### src/bmix_pkg.sv
`timescale 1ns / 1ps
// shared constants and types for the bass redirect mixer
package bmix_pkg;

   localparam int MAX_MAINS_DEF   = 7;
   localparam int SAMPLE_BITS_DEF = 24;

   localparam int COEF_W    = 32;
   localparam int COEF_FRAC = 28;
   localparam int CNT_W     = 3;
   localparam int CSR_IDX_W = 3;

   // unity gain in Q3.28
   localparam logic signed [COEF_W-1:0] COEF_ONE =
      {{(COEF_W-COEF_FRAC-1){1'b0}}, 1'b1, {COEF_FRAC{1'b0}}};

   typedef enum logic [CSR_IDX_W-1:0] {
      REG_ENABLE,
      REG_COUNT,
      REG_B0,
      REG_B1,
      REG_B2,
      REG_A1,
      REG_A2
   } csr_reg_type;

   typedef struct packed {
      logic signed [COEF_W-1:0] b0;
      logic signed [COEF_W-1:0] b1;
      logic signed [COEF_W-1:0] b2;
      logic signed [COEF_W-1:0] a1;
      logic signed [COEF_W-1:0] a2;
   } coef_type;

   // per-frame control that rides along the pipeline
   typedef struct packed {
      logic filt_en;
      logic blk;
   } side_type;

endpackage

### src/bmix_lane.sv
`timescale 1ns / 1ps
// one main-channel lane: gates its sample by the channel count and registers it
module bmix_lane
   import bmix_pkg::*;
#(
   parameter int SAMPLE_BITS = SAMPLE_BITS_DEF,
   parameter int LANE        = 0
) (
   input  logic                          clock,
   input  logic                          load,
   input  logic [CNT_W-1:0]              count,
   input  logic signed [SAMPLE_BITS-1:0] sample,
   output logic signed [SAMPLE_BITS-1:0] lane_ff
);

   logic                          active;
   logic signed [SAMPLE_BITS-1:0] lane_in;

   assign active  = int'(unsigned'(count)) > LANE;
   assign lane_in = active ? sample : '0;

   always_ff @(posedge clock) begin
      if (load) begin
         lane_ff <= lane_in;
      end
   end

endmodule

### config.mk
export PLATFORM = sky130hd
export DESIGN_NAME = bmix_lane
export DESIGN_NICKNAME = d
export VERILOG_FILES = /design/src/bmix_pkg.sv /design/src/bmix_lane.sv
export SDC_FILE = /design/constraint.sdc
export NUM_CORES = 1
export LEC_CHECK = 0
export BUFFER_PORTS_ARGS = -buffer_cell sky130_fd_sc_hd__buf_4
export CAP_MARGIN = 20
export CORE_MARGIN = 4
export CORE_UTILIZATION = 43
export CTS_CLUSTER_SIZE = 25
export DETAILED_ROUTE_END_ITERATION = 16
export PLACE_DENSITY = 0.77
export SYNTH_ARGS = -nofsm -noshare
export SYNTH_HDL_FRONTEND = slang
export SYNTH_SLANG_ARGS = --single-unit
### constraint.sdc
create_clock -name clock -period 0.9 [get_ports clock]
set_input_delay 0.09 -clock clock [delete_from_list [all_inputs] [get_ports clock]]
set_output_delay 0.09 -clock clock [all_outputs]
set_load 0.01 [all_outputs]
==> flow_metrics.env, run 1 <==
export IMPL_critPathMaxFanout=1
export IMPL_ant_nets=0
export IMPL_cp_slowest_cell="edfxtp_1"
export IMPL_syn_area_per_cell_um2=18.1
export IMPL_area_growth_pct=49.1
export IMPL_cts_made_buffers=3
export IMPL_crit_arrival_ps=840
export IMPL_status="finished with violations"
export IMPL_fin_area_um2=1460
export IMPL_rsz0062_at_grt="yes"
export IMPL_clk_path_buf_depth=2
export IMPL_period_share_pct=103
export IMPL_grt_antenna_before_repair=0
export IMPL_root_buffer="clkbuf_4"
export IMPL_maxSlewViolCount=0
export IMPL_largest_register_ffs=24
export IMPL_postRouteWirelength_mm=2.09
export IMPL_syn_area_um2=978
export IMPL_postCtsSetupBuffers=0
export IMPL_synthCells=54
export IMPL_yosysWarnings=0
export IMPL_yosysSeqAreaShare_pct=73.7
export IMPL_synth_fp_nets=83
export IMPL_drt_initial_drc_count=17
export IMPL_wire_per_inst_um=15.9
export IMPL_worst_hold_path_type="in -> reg"
export IMPL_grt_max_degree=25
export IMPL_drive_gt1_share_pct=57.3
export IMPL_ios=53
export IMPL_critical_path_class="reg -> out"
export IMPL_drc=0
export IMPL_fmax_mhz=1080
export IMPL_ys_ff_latch=24
export IMPL_initial_core_util_pct=44.7
export IMPL_via_per_inst=5.19
export IMPL_die_w_um=55.7
export IMPL_fp_row_count=17
export IMPL_hold_violations=0
export IMPL_path_buf_inv=1
export IMPL_grt_pass1_wl_mm=3.45
export IMPL_via_count=680
export IMPL_top_register="lane_ff"
export IMPL_first_pass_iters=4
export IMPL_cts_sinks=24
export IMPL_synthDistinctLibCells=5
export IMPL_grt_overflow_total=0
export IMPL_worst_slack_ps=-28.4
export IMPL_dpl_cell_area_um2=1360
export IMPL_period_minus_slack_ps=928
export IMPL_peakVddDrop_mv=1.16
export IMPL_worst_pin_slew_ps=299
export IMPL_final_cell_mix="32 x buf_4, 24 x edfxtp_1, 20 x o31a_1, 20 x buf_6, 4 x o31a_2"
export IMPL_gp_routability_congestion=0.698
export IMPL_path_delay_family="flip-flops"
export IMPL_reg_top3="lane_ff (24)"
export IMPL_critPathLaunchType="flip-flop"
export IMPL_core_um2=2190
export IMPL_portBuffers=52
export IMPL_finalPower_mw=2.26
export IMPL_fillCellCount=166
export IMPL_whs_ps=75.5
export IMPL_die_area_um2=3100
export IMPL_fp_dieH_um=55.7
export IMPL_grt_pass1_vias=698
export IMPL_crit_path_end_kind="output pin"
export IMPL_path_cells="buf_6"
export IMPL_layout_commonest_cell="buf_4"
export IMPL_leakage_nw=0.574
export IMPL_critPathRequiredTime_ps=810
export IMPL_fin_nets=134
export IMPL_power_density_nw_per_um2=1550
export IMPL_track_usage_pct=14.1
export IMPL_cts_reportedPaths_clkPinSlew_ps=110
export IMPL_slew_headroom_pct=80.1
export IMPL_slowest_delay_ps=410
export IMPL_failed_checks="negative setup slack"
export IMPL_htreeDepth=1
export IMPL_drv_cap=0
export IMPL_dp_slack_ps=-11.2
export IMPL_setup_viol=24
export IMPL_diodes=0
export IMPL_tritoncts="done"
[cell usage after synthesis]
cell      number  area, um^2
buf_2          4        20.0
buf_6          2        22.5
edfxtp_1      24         721
o31a_1        20         175
o31a_2         4        40.0
[report_power, final]
| group | total (mW) | internal [mW] | leakage, nW | switching [mW] |
|---|---|---|---|---|
| Sequential | 1.38 | 1.34 | 0.234 | 0.0376 |
| Clock | 0.426 | 0.156 | 0.0138 | 0.271 |
| Combinational | 0.457 | 0.276 | 0.326 | 0.181 |
| Total | 2.26 | 1.77 | 0.574 | 0.489 |
[final cells by class]
type                            instances  area, um^2  area share, %
Tap cell                               28        35.0           2.40
Clock buffer                            3        22.5           1.54
Timing Repair Buffer                   52         465           31.9
Sequential cell                        24         721           49.4
Multi-Input combinational cell         24         215           14.8
[per-layer routing]
| layer | GRT usage (%) | up-vias | share of wire [%] |
|---|---|---|---|
| li1 | - | 328 | - |
| met1 | 14.1 | 333 | 37 |
| met2 | 27.4 | 17 | 58 |
| met3 | 2.09 | 2 | 4.1 |
| met4 | 7.29 | 0 | 0.96 |
| met5 | 0 | - | 0 |
[timing repair]
| item | in CTS | in global routing |
|---|---|---|
| hold buffers | 0 | 0 |
| resized for setup | 12 | 8 |
| endpoints found under the setup margin | 24 | 24 |
[logic make-up after synthesis]
family	count (synthesis)	share of synthesized area (%)
buf+inv	6	4.35
flops	24	73.7
compound gates	24	22.0
[metrics by stage]
step / utilization (%) / instances / setup TNS, ps
global route: 66.6 / 131 / -1440
global placement: 62.1 / 128 / 0
finish: 66.6 / 131 / -330
CTS: 65.2 / 131 / -797
floorplan: - / 54 / 0
detailed placement: 62.1 / 128 / -22.1
[final timing paths]
kind	cells after the start	from	endpoint	slack, ps
worst min-delay path	2	sample[8]	lane_ff[8]	80
worst max-delay path	1	lane_ff[21]	lane_ff[21]	-30
No activity file was read; power rests on OpenSTA's default activity.
==> inputs of run 2 (changes only) <==
--- a/config.mk
+++ b/config.mk
@@ -7,6 +7,7 @@
 export LEC_CHECK = 0
 export BUFFER_PORTS_ARGS = -buffer_cell sky130_fd_sc_hd__buf_4
 export CAP_MARGIN = 20
+export CORE_ASPECT_RATIO = 0.6
 export CORE_MARGIN = 4
 export CORE_UTILIZATION = 43
 export CTS_CLUSTER_SIZE = 25
==> flow_metrics.env, run 2 (synthesis gave the netlist of run 1 again) <==
export IMPL_status="finished with violations"
export IMPL_failed_checks="negative setup slack"
export IMPL_worst_slack_ps=-2.90
export IMPL_first_pass_iters=3
export IMPL_postRouteWirelength_mm=2.12
export IMPL_die_area_um2=3130
export IMPL_via_count=705
export IMPL_finalPower_mw=2.74
export IMPL_grt_antenna_before_repair=0
export IMPL_fp_row_count=13
export IMPL_worst_hold_path_type="in -> reg"
export IMPL_cts_reportedPaths_clkPinSlew_ps=80
export IMPL_clk_path_buf_depth=2
export IMPL_htreeDepth=1
export IMPL_initial_core_util_pct=45.2
export IMPL_slowest_delay_ps=410
export IMPL_path_delay_family="flip-flops"
export IMPL_peakVddDrop_mv=1.12
export IMPL_ios=53
export IMPL_tritoncts="done"
export IMPL_leakage_nw=0.591
export IMPL_cts_sinks=24
export IMPL_final_cell_mix="36 x buf_4, 24 x edfxtp_1, 20 x o31a_1"
export IMPL_fmax_mhz=1110
export IMPL_holdBufCountCts=0
export IMPL_cp_slowest_cell="edfxtp_1"
export IMPL_grt_max_degree=25
export IMPL_largest_register_ffs=24
export IMPL_hold_violations=0
export IMPL_crit_path_end_kind="output pin"
export IMPL_period_minus_slack_ps=903
export IMPL_maxSlewViolCount=0
export IMPL_regArea_um2=721
export IMPL_critPathLaunchType="flip-flop"
export IMPL_path_cells="buf_6"
export IMPL_slew_headroom_pct=79.6
export IMPL_root_buffer="clkbuf_8"
export IMPL_gp_routability_congestion=0.704
export IMPL_multi_input_area_um2=215
export IMPL_setup_viol=2
export IMPL_top_register="lane_ff"
export IMPL_via_per_inst=5.26
export IMPL_core_um2=2160
export IMPL_fp_dieH_um=45.0
export IMPL_reg_top3="lane_ff (24)"
export IMPL_layout_commonest_cell="buf_4"
export IMPL_portBuffers=52
export IMPL_grt_pass1_vias=662
export IMPL_drt_initial_drc_count=70
export IMPL_power_density_nw_per_um2=1840
export IMPL_diodes=0
export IMPL_drive_gt1_share_pct=57.7
export IMPL_cts_made_buffers=3
export IMPL_worst_pin_slew_ps=305
export IMPL_fillCellCount=168
export IMPL_ant_nets=0
export IMPL_wire_per_inst_um=15.8
export IMPL_track_usage_pct=13.7
export IMPL_drc=0
export IMPL_grt_overflow_total=0
export IMPL_die_w_um=69.6
export IMPL_critPathRequiredTime_ps=810
export IMPL_grt_pass1_wl_mm=3.20
export IMPL_critical_path_class="reg -> out"
export IMPL_rsz0062_at_grt="yes"
export IMPL_crit_arrival_ps=810
export IMPL_path_buf_inv=1
export IMPL_period_share_pct=100
export IMPL_area_growth_pct=52.8
export IMPL_drv_cap=0
export IMPL_fin_nets=134
export IMPL_dp_slack_ps=-11.8
export IMPL_critPathMaxFanout=1
## run 2: cell types whose count changed in the layout (fill, tap and decap cells not counted)
cell / change
clkbuf_4: -3
clkbuf_8: +3
bufinv_16: +1
buf_4: +4
buf_6: -4
## run 2: layout make-up
class	instances	share of cell area, %
flip-flops and latches	24	48.2
repair buffers	52	30.1
multi-input cells	24	14.4
clock buffers	3	2.76
well taps	30	2.51
clock inverters	1	2.01
## run 2: power breakdown
group / total [mW] / leakage (nW) / internal [mW] / switching [mW]
combinational: 0.446 / 0.321 / 0.267 / 0.179
clock: 0.921 / 0.0357 / 0.594 / 0.327
sequential: 1.38 / 0.234 / 1.34 / 0.0381
total: 2.74 / 0.591 / 2.20 / 0.544
## run 2: path summary, 6_finish.rpt
path                   start    endpoint  slack, ps  cells after the start
setup / recovery  lane_ff[3]  lane_ff[3]         -3                      1
hold / removal     sample[7]  lane_ff[7]        110                      2
## run 2: routing by layer
layer	vias to the layer above	GRT usage [%]	part of all wire, %
met5	-	0	0
met4	0	7.00	1.7
met3	4	6.00	8.1
met2	30	22.3	49
met1	342	15.8	41
li1	329	-	-
## run 2: repair_timing
action,in CTS,in global routing
buffers inserted,0,0
setup endpoints to repair,4,16
gates resized for setup,2,14
## run 2: per-stage QoR
stage | instance area [um^2] | utilization (%) | hold slack (ps) | TNS [ps] | instances
2_1_floorplan | 978 | - | 202 | 0 | 54
3_3_place_gp | 1360 | 63.0 | 383 | 0 | 130
3_5_place_dp | 1360 | 63.0 | 386 | -13.6 | 130
4_1_cts | 1440 | 66.7 | 112 | -24.6 | 134
5_1_grt | 1500 | 69.1 | 107 | -251 | 134
6_report | 1500 | 69.1 | 113 | -3.96 | 134
