<file path="src/bmix_pkg.sv">
`timescale 1ns / 1ps
// shared constants and types for the bass redirect mixer
package bmix_pkg;

   localparam int MAX_MAINS_DEF   = 7;
   localparam int SAMPLE_BITS_DEF = 24;

   localparam int COEF_W    = 32;
   localparam int COEF_FRAC = 28;
   localparam int CNT_W     = 3;
   localparam int CSR_IDX_W = 3;

   // unity gain in Q3.28
   localparam logic signed [COEF_W-1:0] COEF_ONE =
      {{(COEF_W-COEF_FRAC-1){1'b0}}, 1'b1, {COEF_FRAC{1'b0}}};

   typedef enum logic [CSR_IDX_W-1:0] {
      REG_ENABLE,
      REG_COUNT,
      REG_B0,
      REG_B1,
      REG_B2,
      REG_A1,
      REG_A2
   } csr_reg_type;

   typedef struct packed {
      logic signed [COEF_W-1:0] b0;
      logic signed [COEF_W-1:0] b1;
      logic signed [COEF_W-1:0] b2;
      logic signed [COEF_W-1:0] a1;
      logic signed [COEF_W-1:0] a2;
   } coef_type;

   // per-frame control that rides along the pipeline
   typedef struct packed {
      logic filt_en;
      logic blk;
   } side_type;

endpackage

</file>
<file path="src/bmix_merge.sv">
`timescale 1ns / 1ps
// merge stage: sums lfe with the lane samples and saturates the mix
module bmix_merge
   import bmix_pkg::*;
#(
   parameter int MAX_MAINS   = MAX_MAINS_DEF,
   parameter int SAMPLE_BITS = SAMPLE_BITS_DEF
) (
   input  logic                                  clock,
   input  logic                                  reset,
   input  logic                                  in_valid,
   output logic                                  in_ready,
   input  side_type                              in_side,
   input  logic signed [SAMPLE_BITS-1:0]         lfe,
   input  logic [MAX_MAINS-1:0][SAMPLE_BITS-1:0] lanes,
   output logic                                  out_valid,
   input  logic                                  out_ready,
   output side_type                              out_side,
   output logic signed [SAMPLE_BITS+2:0]         mix_x,
   output logic                                  mix_clip
);

   localparam int HIST_W = SAMPLE_BITS + 3;
   localparam int SUM_W  = SAMPLE_BITS + 4;
   localparam logic signed [SUM_W-1:0] HMAX =
      {{(SUM_W-HIST_W+1){1'b0}}, {(HIST_W-1){1'b1}}};
   localparam logic signed [SUM_W-1:0] HMIN = ~HMAX;

   logic signed [SUM_W-1:0]  sum;
   logic signed [SUM_W-1:0]  sum_sat;
   logic                     over;
   logic signed [HIST_W-1:0] x_in;
   logic                     clip_in;
   logic                     valid_ff;
   side_type                 side_ff;
   logic signed [HIST_W-1:0] x_ff;
   logic                     clip_ff;
   logic                     load;

   always_comb begin
      sum = SUM_W'(lfe);
      for (int i = 0; i < MAX_MAINS; i++) begin
         sum = sum + SUM_W'($signed(lanes[i]));
      end
   end

   always_comb begin
      over    = 1'b1;
      sum_sat = sum;
      if (sum > HMAX) begin
         sum_sat = HMAX;
      end else if (sum < HMIN) begin
         sum_sat = HMIN;
      end else begin
         over = 1'b0;
      end
   end

   // bypassed frames carry the raw lfe sample forward
   assign x_in    = in_side.filt_en ? sum_sat[HIST_W-1:0] : HIST_W'(lfe);
   assign clip_in = in_side.filt_en && over;

   assign in_ready = !valid_ff || out_ready;
   assign load     = in_valid && in_ready;

   always_ff @(posedge clock) begin
      if (reset) begin
         valid_ff <= 1'b0;
      end else if (in_ready) begin
         valid_ff <= in_valid;
      end
      if (load) begin
         side_ff <= in_side;
         x_ff    <= x_in;
         clip_ff <= clip_in;
      end
   end

   assign out_valid = valid_ff;
   assign out_side  = side_ff;
   assign mix_x     = x_ff;
   assign mix_clip  = clip_ff;

endmodule

</file>
<file path="config.mk">
export PLATFORM = sky130hd
export DESIGN_NAME = bmix_merge
export DESIGN_NICKNAME = d
export VERILOG_FILES = /design/src/bmix_pkg.sv /design/src/bmix_merge.sv
export SDC_FILE = /design/constraint.sdc
export NUM_CORES = 1
export LEC_CHECK = 0
export ABC_AREA = 1
export ABC_CLOCK_PERIOD_IN_PS = 4700
export BUFFER_PORTS_ARGS = -buffer_cell sky130_fd_sc_hd__buf_2
export CAP_MARGIN = 0
export CORE_ASPECT_RATIO = 1.75
export CORE_MARGIN = 1.5
export CORE_UTILIZATION = 45
export DETAILED_ROUTE_END_ITERATION = 12
export PLACE_DENSITY = 0.7
export SLEW_MARGIN = 10
export SYNTH_ARGS = -nofsm -noshare
export SYNTH_HDL_FRONTEND = slang
export SYNTH_SLANG_ARGS = --single-unit
</file>
<file path="constraint.sdc">
create_clock -name clock -period 4.7 [get_ports clock]
set_input_delay 0 -clock clock [delete_from_list [all_inputs] [get_ports clock]]
set_output_delay 0 -clock clock [all_outputs]
set_load 0.01 [all_outputs]
</file>
==> run metrics, run 1 <==
status finished clean; period utilization 93.7%; final worst slack 297 ps; H-tree levels 2; vias per cell 4.58; Post-CTS Resized 0; RSZ-0062 raised after global routing false; crit end category flip-flop; area growth from synthesis to layout 21.4%; DR iter-0 viols 174; final instance area 8820 um^2; # rows 61; ANT cells 0; TritonRoute pass-1 iters 4; mapped cell area 7270 um^2; Mapped Nets 1277; CP Data Required Time 4730 ps; ANT nets after route 0; global-route wire length before repair 28000 um; minimum clock period 4400 ps; drt wl/cell 12.6 um; synthesized netlist cell count 903; Hold EP mix_x[3]; WL final 16800 um; Reg2Reg Launch Point out_valid; Hold Path Class primary input to flip-flop; crit-path max FO 24; leading cell type in the layout, fill and taps excluded inv_1; final RePlAce weighted congestion 0.896; CTS Root Cell clkbuf_16; most frequent cells in the layout inv_1 (360), buf_2 (229), nand2_1 (149); vias in the first global route 6526; clk slew on worst S/H paths 50 ps; worst path bufs/invs 5; Die Width 99.1 um; Final Setup Violations 0; largest stage delay on the critical path 560 ps; worst-margin pin slew 1030 ps; sequential-to-total area share from yosys stat 12.7%; hold depth 3; Layout fillers 1559; core region area 15900 um^2; fin. max-slew vios 0; Yosys warning count 0; maxcap violations 0; #FFs+latches synth 31; Num CTS Buffers 5; Setup crit start kind primary input; share of layout cells above drive strength 1 23.9%; final net count 1513; gr usage total 20.9%; CTS tree built; Reg2Reg Setup Slack 3150 ps; Layout Skew 3.03 ps; Worst R2R Path Depth 1; initial antenna violation count 0; drc violations 0; maximum clock path buffer count 2; pre-CTS WS -8.37 ps; Setup Crit Path Kind primary input to flip-flop; total gr overflow 0; Initial Util 45.8%; Max Clk Rate 227 MHz; clk_lat worst skew 280 ps; Die Area 17000 um^2; Netlist cell types 33; Critical Path, Cell by Cell buf_2 -> inv_1 -> fa_1 -> inv_1 -> fa_1 -> fa_1 -> fa_1 -> ha_1 -> inv_1 -> fa_1 -> o21ai_1 -> nand3_1 -> nand2_2 -> nand2_1 -> nand3_1 -> nand2_1 -> nand2_1 -> nand3_4 -> nand2_1 -> inv_1 -> nand2_1 -> nand2_1; clock sinks 31; via count 6090; die height 171 um; slowest cell on the critical path fa_1; Final Hold Fails 0; RR Endpoint mix_x[20]; Avg Cell Area, Syn 8.05 um^2; cell mode on critical path nand2_1; DPL Wire Length 15200 um; Max-slew headroom 31.1%; CP arrival 4440 ps; PortBufs 229; Worst path top cell family by delay adder cells; Post-Place Cell Area 8630 um^2; largest net degree at the start of global routing 31; Hold Startpoint lfe[3]; # IOs 230
## synthesized netlist by cell type
cell,count,area share (%)
nand2_1,149,7.7
nand4_1,10,0.86
dfxtp_1,1,0.28
inv_1,360,19
nor2_1,49,2.5
a21oi_1,36,2.5
nor3_2,1,0.14
buf_6,4,0.62
o21bai_1,5,0.52
xor2_1,12,1.4
nand2_4,2,0.31
fa_1,148,41
edfxtp_1,30,12
nand3_1,16,1.1
a21o_1,1,0.10
a21oi_4,1,0.22
a31oi_1,1,0.086
o21ai_0,8,0.55
dlygate4sd3_1,2,0.28
ha_1,28,4.8
nand4_2,1,0.17
a21oi_2,12,1.4
nand3_4,1,0.24
nand3_2,2,0.28
nor3_1,3,0.21
and2_1,1,0.086
nand3b_1,1,0.10
xnor2_1,5,0.60
o21ai_1,1,0.069
nand2_2,6,0.52
or2_1,1,0.086
nor2_2,4,0.34
o21ai_2,1,0.12
## stage by stage
stage	hold WS (ps)	setup TNS [ps]	util (%)	std cells
global placement	160	0	54.4	1319
detailed placement	158	-8.37	54.4	1319
CTS	6.45	0	55.6	1329
global route	16.6	0	55.6	1329
finish	13.1	0	55.6	1329
floorplan	69.1	0	-	903
## layout make-up
cell class / instances / area [um^2] / share of cell area, %
Timing Repair Buffer: 235 / 1200 / 13.6
Tap cell: 189 / 236 / 2.68
Clock buffer: 6 / 139 / 1.57
Clock inverter: 2 / 35.0 / 0.397
Multi-Input combinational cell: 506 / 4950 / 56.0
Sequential cell: 31 / 921 / 10.4
Inverter: 360 / 1350 / 15.3
## how the worst max path moves through the flow
stage	slack, ps	from	depth (start not counted)	end
floorplan	610	lfe[2]	18	mix_x[10]
global placement	30	lanes[58]	22	mix_x[1]
detailed placement	-8	lfe[9]	22	mix_x[1]
CTS	280	lfe[9]	22	mix_x[1]
global route	20	lfe[2]	22	mix_x[1]
finish	300	lfe[2]	22	mix_x[1]
## routing by layer
| layer | vias to the layer above | part of all wire [%] | global-route usage (%) | wire, um |
|---|---|---|---|---|
| met5 | - | 0 | 0 | 0 |
| met4 | 0 | 3.3 | 8.82 | 550 |
| met3 | 33 | 3.6 | 1.80 | 609 |
| met2 | 172 | 60 | 43.4 | 10100 |
| met1 | 2884 | 33 | 20.3 | 5530 |
| li1 | 3001 | - | - | - |
## logic make-up after synthesis
group / synth area share [%]
AO/OA/AOI/OAI: 5.59
XOR/XNOR: 2.05
flip-flops: 12.7
AND/OR/NAND/NOR: 14.7
buffers and inverters: 19.5
adder cells (fa/ha/maj): 45.6
## flip-flops by register name (all words and copies together), names as in the netlist
name and flops:
mix_clip 1, mix_x 27, out_side 2, out_valid 1
## repair_timing
item,in CTS,in global routing
endpoints found under the hold margin,2,0
buffers inserted,0,0
hold buffers,2,0
Power of run 1 is not shown: default switching activity piles up to over one toggle a cycle in this logic, so the estimate is an artifact.
==> run 2, diff against run 1 <==
REMOVE_ABC_BUFFERS = 1   (was unset)
==> run metrics, run 2 (synthesis results as in run 1) <==
hold depth 3 (unchanged); Setup crit start kind primary input; slowest cell on the critical path fa_1; # rows 61 (unchanged); # IOs 230 (unchanged); Worst R2R Path Depth 1 (unchanged); Sequential cell area 921 um^2 (unchanged); PortBufs 229 (unchanged); share of layout cells above drive strength 1 23.9% (about the same); final RePlAce weighted congestion 0.905 (+0.99%); leading cell type in the layout, fill and taps excluded inv_1; area growth from synthesis to layout 21.2% (about the same); ANT nets after route 0 (unchanged); Post-CTS Resized 0 (unchanged); vias in the first global route 6534 (+0.12%); CTS Root Cell clkbuf_16; vias per cell 4.51 (-1.6%); CP arrival 4410 ps (-30 ps); crit-path max FO 12 (-50%); multi-input logic area 4960 um^2 (+0.20%); Critical Path, Cell by Cell buf_2 -> inv_1 -> fa_1 -> inv_1 -> fa_1 -> fa_1 -> fa_1 -> ha_1 -> inv_1 -> fa_1 -> o21ai_1 -> nand3_1 -> nand2_2 -> nand2_1 -> nand3_1 -> nand2_1 -> nand2_1 -> nand3_2 -> nand2_1 -> a21oi_2; Layout fillers 1525 (-2.2%); status finished clean; drc violations 0 (unchanged); cell mode on critical path fa_1; Max Clk Rate 228 MHz (+0.57%); core region area 15900 um^2 (unchanged); number of flip-flops in the largest register 27 (unchanged); Layout Skew 5.16 ps (+2.13 ps); TritonRoute pass-1 iters 4 (unchanged); Hold EP mix_x[1]; H-tree levels 2 (unchanged); WL final 17200 um (+2.4%); largest stage delay on the critical path 560 ps (about the same); pre-CTS WS -22.3 ps (-14.0 ps); clk_lat worst skew 280 ps (about the same); drt wl/cell 12.9 um (+2.3%); die height 171 um (unchanged); maxcap violations 0 (unchanged); Reg2Reg Setup Slack 3080 ps (-70 ps); Final Hold Fails 0 (unchanged); RR Endpoint mix_x[5]; DPL Wire Length 15300 um (+0.93%); largest net degree at the start of global routing 31 (unchanged); Max-slew headroom 25.5% (-5.6 points); Hold Startpoint lfe[1]; final worst slack 322 ps (+25.1 ps); Hold Path Class primary input to flip-flop; CP Data Required Time 4730 ps (about the same); ANT cells 0 (unchanged); gr usage total 21.2% (+0.33 points); fin. max-slew vios 0 (unchanged); Reg2Reg Launch Point out_valid; RSZ-0062 raised after global routing false; global-route wire length before repair 28300 um (+1.2%); maximum clock path buffer count 2 (unchanged); minimum clock period 4380 ps (-25.1 ps); final net count 1514 (+0.066%); worst-margin pin slew 1110 ps (+83.1 ps); period utilization 93.2% (-0.53 points); Die Area 17000 um^2 (unchanged); DR iter-0 viols 172 (-1.1%); CTS tree built; Initial Util 45.8% (unchanged); via count 5996 (-1.5%); total gr overflow 0 (unchanged); initial antenna violation count 0 (unchanged); Die Width 99.1 um (unchanged); Setup Crit Path Kind primary input to flip-flop; crit end category flip-flop; clk slew on worst S/H paths 60 ps (about the same); most frequent cells in the layout inv_1 (360), buf_2 (229), nand2_1 (149); clock sinks 31 (unchanged); Final Setup Violations 0 (unchanged); Num CTS Buffers 5 (unchanged)
==> run 2: worst max-delay path by stage <==
stage / start / slack, ps / cells past startpoint / end
after floorplan: lfe[2] / 430 / 17 / mix_x[0]
after global placement: lanes[58] / 20 / 22 / mix_x[1]
after detailed placement: lfe[2] / -20 / 22 / mix_x[4]
after CTS: lfe[2] / 270 / 22 / mix_x[4]
after global routing: lfe[2] / 70 / 22 / mix_x[3]
final: lfe[2] / 320 / 20 / mix_x[14]
==> run 2: timing repair <==
action                     CTS  global route
hold endpoints to repair     2             0
setup buffers                0             0
hold buffers                 2             0
setup endpoints to repair    0             1
==> run 2: layer usage <==
metal | global-route usage (%) | vias up | wire [um]
met4 | 6.12 | 0 | 379
li1 | - | 3001 | -
met2 | 45.7 | 139 | 10600
met5 | 0 | - | 0
met3 | 1.27 | 26 | 570
met1 | 20.8 | 2830 | 5690
==> run 2: stage by stage <==
stage               setup TNS [ps]  util, %  cell area, um^2  cells  hold WS (ps)
finish                           0     55.5             8820   1330          23.1
global route                     0     55.5             8820   1330          35.6
CTS                              0     55.5             8810   1329          20.2
detailed placement           -58.7     54.4             8630   1319           163
global placement                 0     54.4             8630   1319           157
floorplan                        0        -             7210    897          69.1
==> run 2: cell type report <==
type	instances	area share, %
clock buffer	8	1.77
timing repair buffer	235	13.6
tap	189	2.68
sequential	31	10.4
multi-input combinational	507	56.2
inverter	360	15.3
==> run 2: critical path, delay by kind of cell <==
| family | cells | cell delay, ps |
|---|---|---|
| adders and majority gates | 6 | 2800 |
| and+or+nand+nor | 8 | 1100 |
| AOI/OAI and AO/OA | 2 | 250 |
| buffers and inverters | 4 | 280 |
Power of run 2 is left out for the same reason.
